<file path="src/sv/crcfr_pkg.sv">
// Shared types and constants for the CRC-16 framed message receiver.
package crcfr_pkg;

  // Receive phase of the frame parser; codes 6 and 7 are not used.
  typedef enum logic [2:0] {
    PH_HUNT   = 3'd0,
    PH_TYPE   = 3'd1,
    PH_LEN    = 3'd2,
    PH_BODY   = 3'd3,
    PH_CRC_HI = 3'd4,
    PH_CRC_LO = 3'd5
  } phase_t;

  // Event reported for each received byte.
  typedef enum logic [1:0] {
    EV_NONE      = 2'd0,
    EV_HEARTBEAT = 2'd1,
    EV_CRC_ERR   = 2'd2,
    EV_FRAME_ERR = 2'd3
  } ev_t;

  // One result beat handed from the parser to the output buffer.
  typedef struct packed {
    logic valid;
    ev_t  event_res;
  } ev_beat_t;

  localparam int unsigned BYTE_W = 8;
  localparam int unsigned CRC_W  = 16;

  localparam logic [BYTE_W-1:0] START_MARKER_RST = 8'h7E;
  localparam logic [BYTE_W-1:0] TYPE_HEARTBEAT   = 8'h01;
  localparam logic [CRC_W-1:0]  CRC_INIT         = 16'hFFFF;
  localparam logic [CRC_W-1:0]  CRC_POLY         = 16'h1021;

endpackage

</file>
<file path="src/sv/crcfr_parser.sv">
// Frame parser: phase state machine and byte-wide CRC-16/CCITT-FALSE update.
module crcfr_parser import crcfr_pkg::*; (
  input  logic              clk,
  input  logic              rst_n,
  input  logic              accept,
  input  logic [BYTE_W-1:0] rx_byte,
  input  logic [BYTE_W-1:0] start_marker,
  output ev_beat_t          beat
);

  // Eight MSB-first shift steps of the CRC for one byte.
  function automatic logic [CRC_W-1:0] crc_byte(input logic [CRC_W-1:0] c,
                                                input logic [BYTE_W-1:0] b);
    logic [CRC_W-1:0] r;
    r = c ^ {b, {(CRC_W-BYTE_W){1'b0}}};
    for (int i = 0; i < BYTE_W; i++) begin
      if (r[CRC_W-1]) begin
        r = {r[CRC_W-2:0], 1'b0} ^ CRC_POLY;
      end else begin
        r = {r[CRC_W-2:0], 1'b0};
      end
    end
    return r;
  endfunction

  phase_t            phase_r, phase_nxt;
  logic              is_hb_r, is_hb_nxt;
  logic [BYTE_W-1:0] length_r, length_nxt;
  logic [BYTE_W-1:0] count_r, count_nxt;
  logic [BYTE_W-1:0] count_inc;
  logic [CRC_W-1:0]  crc_r, crc_nxt;
  logic [CRC_W-1:0]  crc_upd;
  logic [BYTE_W-1:0] sent_hi_r, sent_hi_nxt;
  ev_t               ev_nxt;

  assign crc_upd   = crc_byte(crc_r, rx_byte);
  assign count_inc = count_r + 8'd1;

  // Next state and event for the byte on the input.
  always_comb begin
    phase_nxt   = phase_r;
    is_hb_nxt   = is_hb_r;
    length_nxt  = length_r;
    count_nxt   = count_r;
    crc_nxt     = crc_r;
    sent_hi_nxt = sent_hi_r;
    ev_nxt      = EV_NONE;
    case (phase_r)
      PH_HUNT: begin
        if (rx_byte == start_marker) begin
          is_hb_nxt   = 1'b0;
          length_nxt  = '0;
          count_nxt   = '0;
          crc_nxt     = CRC_INIT;
          sent_hi_nxt = '0;
          phase_nxt   = PH_TYPE;
        end
      end
      PH_TYPE: begin
        is_hb_nxt = (rx_byte == TYPE_HEARTBEAT);
        crc_nxt   = crc_upd;
        phase_nxt = PH_LEN;
      end
      PH_LEN: begin
        length_nxt = rx_byte;
        count_nxt  = '0;
        crc_nxt    = crc_upd;
        phase_nxt  = (rx_byte == '0) ? PH_CRC_HI : PH_BODY;
      end
      PH_BODY: begin
        crc_nxt   = crc_upd;
        count_nxt = count_inc;
        if (count_inc >= length_r) begin
          phase_nxt = PH_CRC_HI;
        end
      end
      PH_CRC_HI: begin
        sent_hi_nxt = rx_byte;
        phase_nxt   = PH_CRC_LO;
      end
      PH_CRC_LO: begin
        if ({sent_hi_r, rx_byte} != crc_r) begin
          ev_nxt = EV_CRC_ERR;
        end else if (is_hb_r) begin
          ev_nxt = EV_HEARTBEAT;
        end else begin
          ev_nxt = EV_FRAME_ERR;
        end
        phase_nxt   = PH_HUNT;
        is_hb_nxt   = 1'b0;
        length_nxt  = '0;
        count_nxt   = '0;
        crc_nxt     = CRC_INIT;
        sent_hi_nxt = '0;
      end
      default: begin
        ev_nxt      = EV_FRAME_ERR;
        phase_nxt   = PH_HUNT;
        is_hb_nxt   = 1'b0;
        length_nxt  = '0;
        count_nxt   = '0;
        crc_nxt     = CRC_INIT;
        sent_hi_nxt = '0;
      end
    endcase
  end

  // Frame state advances only on an accepted beat.
  always_ff @(posedge clk) begin
    if (!rst_n) begin
      phase_r   <= PH_HUNT;
      is_hb_r   <= 1'b0;
      length_r  <= '0;
      count_r   <= '0;
      crc_r     <= CRC_INIT;
      sent_hi_r <= '0;
    end else if (accept) begin
      phase_r   <= phase_nxt;
      is_hb_r   <= is_hb_nxt;
      length_r  <= length_nxt;
      count_r   <= count_nxt;
      crc_r     <= crc_nxt;
      sent_hi_r <= sent_hi_nxt;
    end
  end

  // Every accepted byte yields exactly one event.
  assign beat.valid     = accept;
  assign beat.event_res = ev_nxt;

`ifndef SYNTHESIS
  // The body counter never passes the announced length.
  a_count_bound: assert property (@(posedge clk) disable iff (!rst_n)
    phase_r == PH_BODY |-> count_r < length_r)
    else $error("body count passed length");

  // A frame end always returns the parser to hunting.
  a_end_hunt: assert property (@(posedge clk) disable iff (!rst_n)
    accept && phase_r == PH_CRC_LO |=> phase_r == PH_HUNT && crc_r == CRC_INIT)
    else $error("frame end did not return to hunting");

  // A nonzero event only comes at the last CRC byte or from a bad phase.
  a_event_src: assert property (@(posedge clk) disable iff (!rst_n)
    accept && ev_nxt != EV_NONE |-> phase_r != PH_HUNT && phase_r != PH_TYPE &&
      phase_r != PH_LEN && phase_r != PH_BODY && phase_r != PH_CRC_HI)
    else $error("event outside frame end");
`endif

endmodule

</file>
<file path="src/sv/crcfr_out_buf.sv">
// Output register with one skid entry for the event channel.
module crcfr_out_buf import crcfr_pkg::*; (
  input  logic     clk,
  input  logic     rst_n,
  input  ev_beat_t push,
  output logic     full,
  output logic     out_valid,
  output ev_t      out_event_res,
  input  logic     out_stall
);

  logic main_v_r;
  ev_t  main_d_r;
  logic skid_v_r;
  ev_t  skid_d_r;
  logic pop;

  assign pop = main_v_r && !out_stall;

  // Valid bits of the two entries.
  always_ff @(posedge clk) begin
    if (!rst_n) begin
      main_v_r <= 1'b0;
      skid_v_r <= 1'b0;
    end else if (skid_v_r) begin
      if (pop) begin
        skid_v_r <= 1'b0;
      end
    end else if (push.valid) begin
      if (!main_v_r || pop) begin
        main_v_r <= 1'b1;
      end else begin
        skid_v_r <= 1'b1;
      end
    end else if (pop) begin
      main_v_r <= 1'b0;
    end
  end

  // Data of the two entries; the skid entry drains into the main one.
  always_ff @(posedge clk) begin
    if (skid_v_r) begin
      if (pop) begin
        main_d_r <= skid_d_r;
      end
    end else if (push.valid) begin
      if (!main_v_r || pop) begin
        main_d_r <= push.event_res;
      end else begin
        skid_d_r <= push.event_res;
      end
    end
  end

  assign full          = skid_v_r;
  assign out_valid     = main_v_r;
  assign out_event_res = main_d_r;

`ifndef SYNTHESIS
  // The skid entry is only used behind a held main entry.
  a_skid_order: assert property (@(posedge clk) disable iff (!rst_n)
    skid_v_r |-> main_v_r)
    else $error("skid entry without main entry");

  // No beat is pushed while the buffer reports full.
  a_no_overrun: assert property (@(posedge clk) disable iff (!rst_n)
    skid_v_r |-> !push.valid)
    else $error("push into full buffer");

  // A stalled skid entry is released once the main entry is taken.
  a_skid_drain: assert property (@(posedge clk) disable iff (!rst_n)
    skid_v_r && pop |=> !skid_v_r && main_v_r && main_d_r == $past(skid_d_r))
    else $error("skid entry not drained");
`endif

endmodule

</file>
<file path="src/sv/crc16_framed_message_receiver_unit.sv">
// Top level of the CRC-16 framed message receiver.
//
//   channel  direction  handshake              payload
//   in_      input      in_valid / in_stall    in_rx_byte[7:0]
//   out_     output     out_valid / out_stall  out_event_res[1:0]
//   cfg_     input      cfg_wr_en              cfg_wr_data[7:0] (start marker)
//
// One byte is taken per cycle while in_stall is low; its event is registered in
// the output or skid entry. Parser state and the byte-wide CRC register together.
// Reset returns the parser to hunting and the start marker to 0x7E.
// A stalled output holds one more event in a skid entry; in_stall rises only
// when both entries are full.
module crc16_framed_message_receiver_unit import crcfr_pkg::*; (
  input  logic              clk,
  input  logic              rst_n,
  input  logic              in_valid,
  output logic              in_stall,
  input  logic [BYTE_W-1:0] in_rx_byte,
  output logic              out_valid,
  input  logic              out_stall,
  output logic [1:0]        out_event_res,
  input  logic              cfg_wr_en,
  input  logic [BYTE_W-1:0] cfg_wr_data
);

  logic [BYTE_W-1:0] start_marker_r;
  logic              in_accept;
  logic              buf_full;
  ev_beat_t          beat;
  ev_t               out_ev;

  // Start marker configuration register.
  always_ff @(posedge clk) begin
    if (!rst_n) begin
      start_marker_r <= START_MARKER_RST;
    end else if (cfg_wr_en) begin
      start_marker_r <= cfg_wr_data;
    end
  end

  assign in_stall  = buf_full;
  assign in_accept = in_valid && !in_stall;

  // Frame parser.
  crcfr_parser u_parser (
    .clk          (clk),
    .rst_n        (rst_n),
    .accept       (in_accept),
    .rx_byte      (in_rx_byte),
    .start_marker (start_marker_r),
    .beat         (beat)
  );

  // Event output buffer.
  crcfr_out_buf u_out_buf (
    .clk           (clk),
    .rst_n         (rst_n),
    .push          (beat),
    .full          (buf_full),
    .out_valid     (out_valid),
    .out_event_res (out_ev),
    .out_stall     (out_stall)
  );

  assign out_event_res = out_ev;

endmodule
</file>
<file path="config.mk">
export PLATFORM = sky130hd
export DESIGN_NAME = crc16_framed_message_receiver_unit
export DESIGN_NICKNAME = d
export VERILOG_FILES = /design/src/sv/crcfr_pkg.sv /design/src/sv/crcfr_parser.sv /design/src/sv/crcfr_out_buf.sv /design/src/sv/crc16_framed_message_receiver_unit.sv
export SDC_FILE = /design/constraint.sdc
export NUM_CORES = 1
export LEC_CHECK = 0
export ABC_AREA = 1
export BUFFER_PORTS_ARGS = -buffer_cell sky130_fd_sc_hd__buf_4
export CORE_UTILIZATION = 55
export DETAILED_ROUTE_END_ITERATION = 8
export PLACE_DENSITY_LB_ADDON = 0.3
export SETUP_SLACK_MARGIN = 0.4
export SLEW_MARGIN = 15
export SYNTH_ARGS = -nofsm -noshare
export SYNTH_HDL_FRONTEND = slang
export SYNTH_SLANG_ARGS = --single-unit
</file>
<file path="constraint.sdc">
create_clock -name clk -period 1.8 [get_ports clk]
set_input_delay 0.36 -clock clk [delete_from_list [all_inputs] [get_ports clk]]
set_output_delay 0.36 -clock clk [all_outputs]
set_load 0.05 [all_outputs]
</file>
### Word level (Yosys, flattened, before mapping)

Cells that the tools add are included.

* ROM bits: 0
* bits in latches: 0
* bits in registers: 58
* output and inout bits: 4
* RAM bits: 0
* memories: 0

* reductions and logical operators: 25
* multiply operators: 0
* $add $sub $neg: 1
* shift-type cells: 0
* order comparisons: 1
* multiplexer cells: 34
* bitwise logic cells: 16
* div/mod/pow operators: 0
* eq/ne operators: 12

Operators by type and width (number)
* $mux W13: 8
* $pmux W8 S3: 3
* $pmux W16 S3: 1
* $reduce_and A3 Y1: 9
* $not A3 Y3: 8
* $mux W16: 1
* $ne A16 B16 Y1: 1
* $xor A16 B16 Y16: 1
* $pmux W3 S5: 1
* $mux W2: 6
* $mux W3: 3
* $reduce_or A3 Y1: 3
* $add A8 B1 Y8 const B: 1
* $eq A8 B1 Y1 const B: 1
* $eq A8 B8 Y1: 1
* $ge A8 B8 Y1: 1
* $logic_not A8 Y1: 1
* $mux W1: 8
* $mux W8: 1
* $not A1 Y1: 7
* $eq A3 B2 Y1 const B: 2
* $eq A3 B3 Y1 const B: 2
* $ne A2 B1 Y1 const B: 3
* $reduce_bool A2 Y1: 3
* other kinds (10): 13

### Depth between registers and ports, before layout

* word-level depth: 18
* gate-level depth with buffers: 15

### By module

Synthesis repeated with hierarchy kept, for this count alone.

* cell total of the unflattened synthesis: 545
* area total of the unflattened synthesis: 3612.2 um2

By module, submodules not included
* crcfr_parser: area an instance 3040.4 um2, times used 1, cells each 474, seq. area each 880.8 um2
* crc16_framed_message_receiver_unit: area an instance 315.3 um2, times used 1, cells each 41, seq. area each 160.2 um2
* crcfr_out_buf: area an instance 256.5 um2, times used 1, cells each 30, seq. area each 160.2 um2

### Worst setup path after synthesis

Ideal clock, no wire load.

* path type: flip-flop to flip-flop
* start point: reg u_parser.count_r[0]
* end point: reg u_parser.phase_r[0]
* setup slack: -229 ps
* clock period less this slack: 2029 ps
* stages on the path, launching flop included: 14
* path buffers: 0
* arrival: 1916 ps
* cells stage by stage: dfxtp_1 nand3_1 nor3_1 nand2_1 xor2_1 inv_1 ha_1 a21o_1 nor3_1 nand2_1 nand3_4 nand2_1 nand2_1 nor2_1

* word-level cells in the longest chain between the ends: 4

RTL lines
* from (decl): RTL line crcfr_parser.sv:29 `logic [BYTE_W-1:0] count_r, count_nxt;`
* from (signal assigned): RTL line crcfr_parser.sv:121 `count_r <= count_nxt;`
* $add A8 B1 Y8: RTL line crcfr_parser.sv:37 `assign count_inc = count_r + 8'd1;`
* $ge A8 B8 Y1: RTL line crcfr_parser.sv:73 `if (count_inc >= length_r) begin`
* $ne A2 B1 Y1 (no source line)
* $reduce_and A3 Y1 (no source line)
* to (signal assigned): RTL line crcfr_parser.sv:118 `phase_r <= phase_nxt;`
* to (decl): RTL line crcfr_parser.sv:26 `phase_t phase_r, phase_nxt;`

Every way passes these cells.
A chain may end at the register's enable or synchronous reset.

### Final worst setup path

* start point: reg u_parser.count_r[1]
* end point: reg u_parser.phase_r[2]

The elaborated chain is that of the path after synthesis.

==> results.py <==
metrics = {
    "finish": {
        "fin_cells": 758,
        "nFillCells": 495,
        "nets": 706,
        "final_cell_area_mm2": 0.00470,
        "layout_commonest_cell": "nand2_1",
        "antenna_cells": 0,
        "area_delta_synth_final_pct": 24.1,
        "drive_gt1_share_pct": 23.3,
        "final_cell_mix": "214 x nand2_1, 87 x inv_1, 62 x nor2_1, 54 x buf_4, 47 x nand3_1",
    },
    "timing": {
        "slew_violations": 0,
        "relSlewSlack_pct": 69.1,
        "rsz0062_at_grt": "yes",
        "worstMarginPinSlew_ns": 0.459,
        "fin_ws_ns": -0.226,
        "post-route-period-util_pct": 113,
        "timing.final.hold_violations": 0,
        "finalCriticalPeriod_ns": 2.03,
        "finClkSkew_ns": 0.00860,
        "fmax_mhz": 494,
        "setup_viol": 5,
    },
    "logic_synthesis": {
        "netlist_instances": 625,
        "synth_top_area_share_pct": 28.5,
        "synth_top_cell_by_area": "dfxtp_1",
        "syn_nets": 655,
        "synth_area_leaders": "dfxtp_1 29%, nand2_1 22%, inv_1 9.4%, nand3_1 7.0%, nor2_1 6.9%",
        "ys_ff_latch": 58,
        "yosys_warnings": 0,
        "synth_edf_count": 4,
        "ys_seq_area_share_pct": 31.7,
        "synthFlopType": "dfxtp_1",
        "netlist_area_mm2": 0.00379,
        "ys_types": 32,
        "synth-async-reset-ratio_pct": 0,
        "avgSynthCellArea_um2": 6.06,
    },
    "setup_path": {
        "crit_slowest_cell": "dfxtp_4",
        "cpPeakStageDelay_ns": 0.38,
        "required_ns": 2.05,
        "path_cells": "ha_4, nand2_4, nor2_4, nand3_2, and2_1, ha_1, nand2_2, a21oi_2, nor3_2, nand2_2, nand3_4, nand2_1, nand2_1, nor2_1",
        "path_depth": 14,
        "worst-path-buf-inv": 0,
        "rr_worst_depth": 14,
        "path_delay_family": "simple AND/OR/NAND/NOR gates",
        "arrival_ns": 2.27,
        "path_class": "register to register",
        "start_kind": "register",
        "cp-end-kind": "register",
        "cp_max_fo": 6,
    },
    "clock_network": {
        "htreeDepth": 3,
        "numCtsBuffers": 9,
        "root_buffer": "clkbuf_8",
        "clk_pin_slew_ns": 0.07,
        "cts_tree": "done",
        "clock_sinks": 58,
        "clock_latency_ns": 0.35,
        "clockBufferDepth": 2,
    },
    "routing": {
        "wire_per_inst_um": 13.8,
        "totalWireLength_um": 10500,
        "postRouteAntennaNets": 0,
        "vias": 4147,
        "drc": 1,
        "vias_per_cell": 5.47,
        "first_pass_iters": 7,
        "drtIter0Drc": 248,
    },
    "place": {
        "placed_cell_area_mm2": 0.00415,
        "place_congestion": 0.915,
        "port_buffers": 24,
        "placed_cells": 724,
        "dp_hpwl_um": 6930,
    },
    "min_path": {
        "holdPathStages": 3,
        "holdCritPathClass": "primary input to register",
    },
    "die": {
        "ios": 25,
        "rows": 29,
        "die_area_mm2": 0.00722,
        "initial_core_util_pct": 58.3,
        "fp.coreArea_mm2": 0.00649,
        "die_w_um": 85.0,
        "die_height_um": 85.0,
    },
    "power_and_ir_drop": {
        "combPwrFrac_pct": 59.9,
        "peakVddDrop_mv": 0.958,
        "p_per_area_mw_per_mm2": 1780,
        "p_sw_w": 0.00411,
        "p_leak_nw": 2.46,
        "pwr-share-clk_pct": 12.8,
        "intPower_w": 0.00428,
        "p_seq_share_pct": 27.3,
        "switching_share_pct": 49.0,
    },
    "outcome": {
        "status": "complete, but fails checks",
        "violations": "design-rule violations, negative setup slack",
    },
    "grt": {
        "track_usage_pct": 30.9,
        "grt_pass1_vias": 3947,
        "grt_pass1_wl_um": 17800,
        "grt_max_degree": 23,
        "antenna_found_initial": 0,
        "grt_overflow": 0,
    },
    "flow_run": {
        "drv_cap": 0,
    },
}
[path summary, 6_finish.rpt]
path	to	start	slack (ns)
worst max register to register	u_parser.phase_r[2]	u_parser.count_r[1]	-0.23
worst min-delay path	start_marker_r[1]	cfg_wr_data[1]	0.22
worst max-delay path	u_parser.phase_r[2]	u_parser.count_r[1]	-0.23
worst min register to register	start_marker_r[7]	start_marker_r[7]	0.48
[worst reg2reg max path, stage by stage, from the launching register on]
cell and delay [ns]:
dfxtp_4 0.38, ha_4 0.15, nand2_4 0.06, nor2_4 0.11, nand3_2 0.11, and2_1 0.16
ha_1 0.30, nand2_2 0.09, a21oi_2 0.04, nor3_2 0.15, nand2_2 0.10, nand3_4 0.11
nand2_1 0.08, nand2_1 0.06, nor2_1 0.04
[final cells by class]
class | count | area, µm² | share of cell area, %
multi-input combinational | 442 | 2280 | 48.5
sequential | 58 | 1250 | 26.6
timing repair buffer | 63 | 524 | 11.2
inverter | 102 | 385 | 8.20
clock buffer | 13 | 149 | 3.17
tap | 77 | 96.3 | 2.05
clock inverter | 3 | 15.0 | 0.319
[registers in the layout (all words and copies together), names as in the netlist]
register,cells
u_parser.phase_r,3
start_marker_r,8
u_parser.count_r,8
u_out_buf.out_valid,1
u_parser.length_r,8
u_out_buf.skid_d_r,2
u_parser.is_hb_r,1
u_out_buf.out_event_res,2
u_parser.sent_hi_r,8
u_out_buf.full,1
u_parser.crc_r,16
[kinds of logic (layout without fill, tap and decap cells)]
kind of cell,after synthesis,count (layout),share of synthesized area (%)
XOR/XNOR,15,15,3.47
AND/OR/NAND/NOR,383,383,42.9
flip-flops,58,58,31.7
buffers and inverters,125,181,13.8
AO/OA/AOI/OAI,35,35,5.12
adder cells (fa/ha/maj),9,9,2.97
[timing repair]
action                     CTS  global route
gates resized for setup     45            37
setup buffers               15             3
pin swaps                   29             8
setup endpoints to repair   48            50
hold buffers                 0             0
cloned                       0             0
[Yosys cell counts (2+ instances only)]
cell,number
buf_4,2
nand3_1,53
a21oi_1,16
nand3_2,2
ha_1,9
nor3_1,2
buf_1,4
xor2_1,6
inv_2,7
xnor2_1,9
edfxtp_1,4
o211ai_1,5
buf_6,5
dfxtp_1,54
buf_2,5
inv_1,95
o21ai_0,11
nor2_1,70
clkbuf_1,6
nand2_1,224
nand4_1,24
nand3_4,2
[power groups by stage]
stage	sequential [W]	clock, W	combinational [W]
after detailed placement	0.00220	0	0.00436
after global placement	0.00218	0	0.00424
after floorplan	0.00216	0	0.00343
final	0.00229	0.00107	0.00503
after CTS	0.00222	0.00107	0.00478
after global routing	0.00235	0.00115	0.00566
[layer usage]
metal  share of wire (%)  vias to the layer above  wire [µm]  GRT usage (%)
li1                    -                     2039          -              -
met1                  42                     1882       4360           38.8
met2                  48                      179       5010           52.1
met3                 6.7                       47        699           5.35
met4                 3.8                        0        403           13.3
met5                   0                        -          0              0
[through the flow]
step                utilization [%]  hold WS (ns)  setup TNS, ns  setup slack (ns)  power, W
floorplan                         -         0.449         -0.313            -0.104   0.00559
global placement               63.8         0.459         -0.506            -0.168   0.00642
detailed placement             63.8         0.470         -0.794            -0.240   0.00657
CTS                            70.3         0.223         -0.438            -0.135   0.00807
global route                   72.4         0.259          -1.49            -0.314   0.00916
finish                         72.4         0.224         -0.708            -0.226   0.00839
Power figures use the tool's default switching activity.
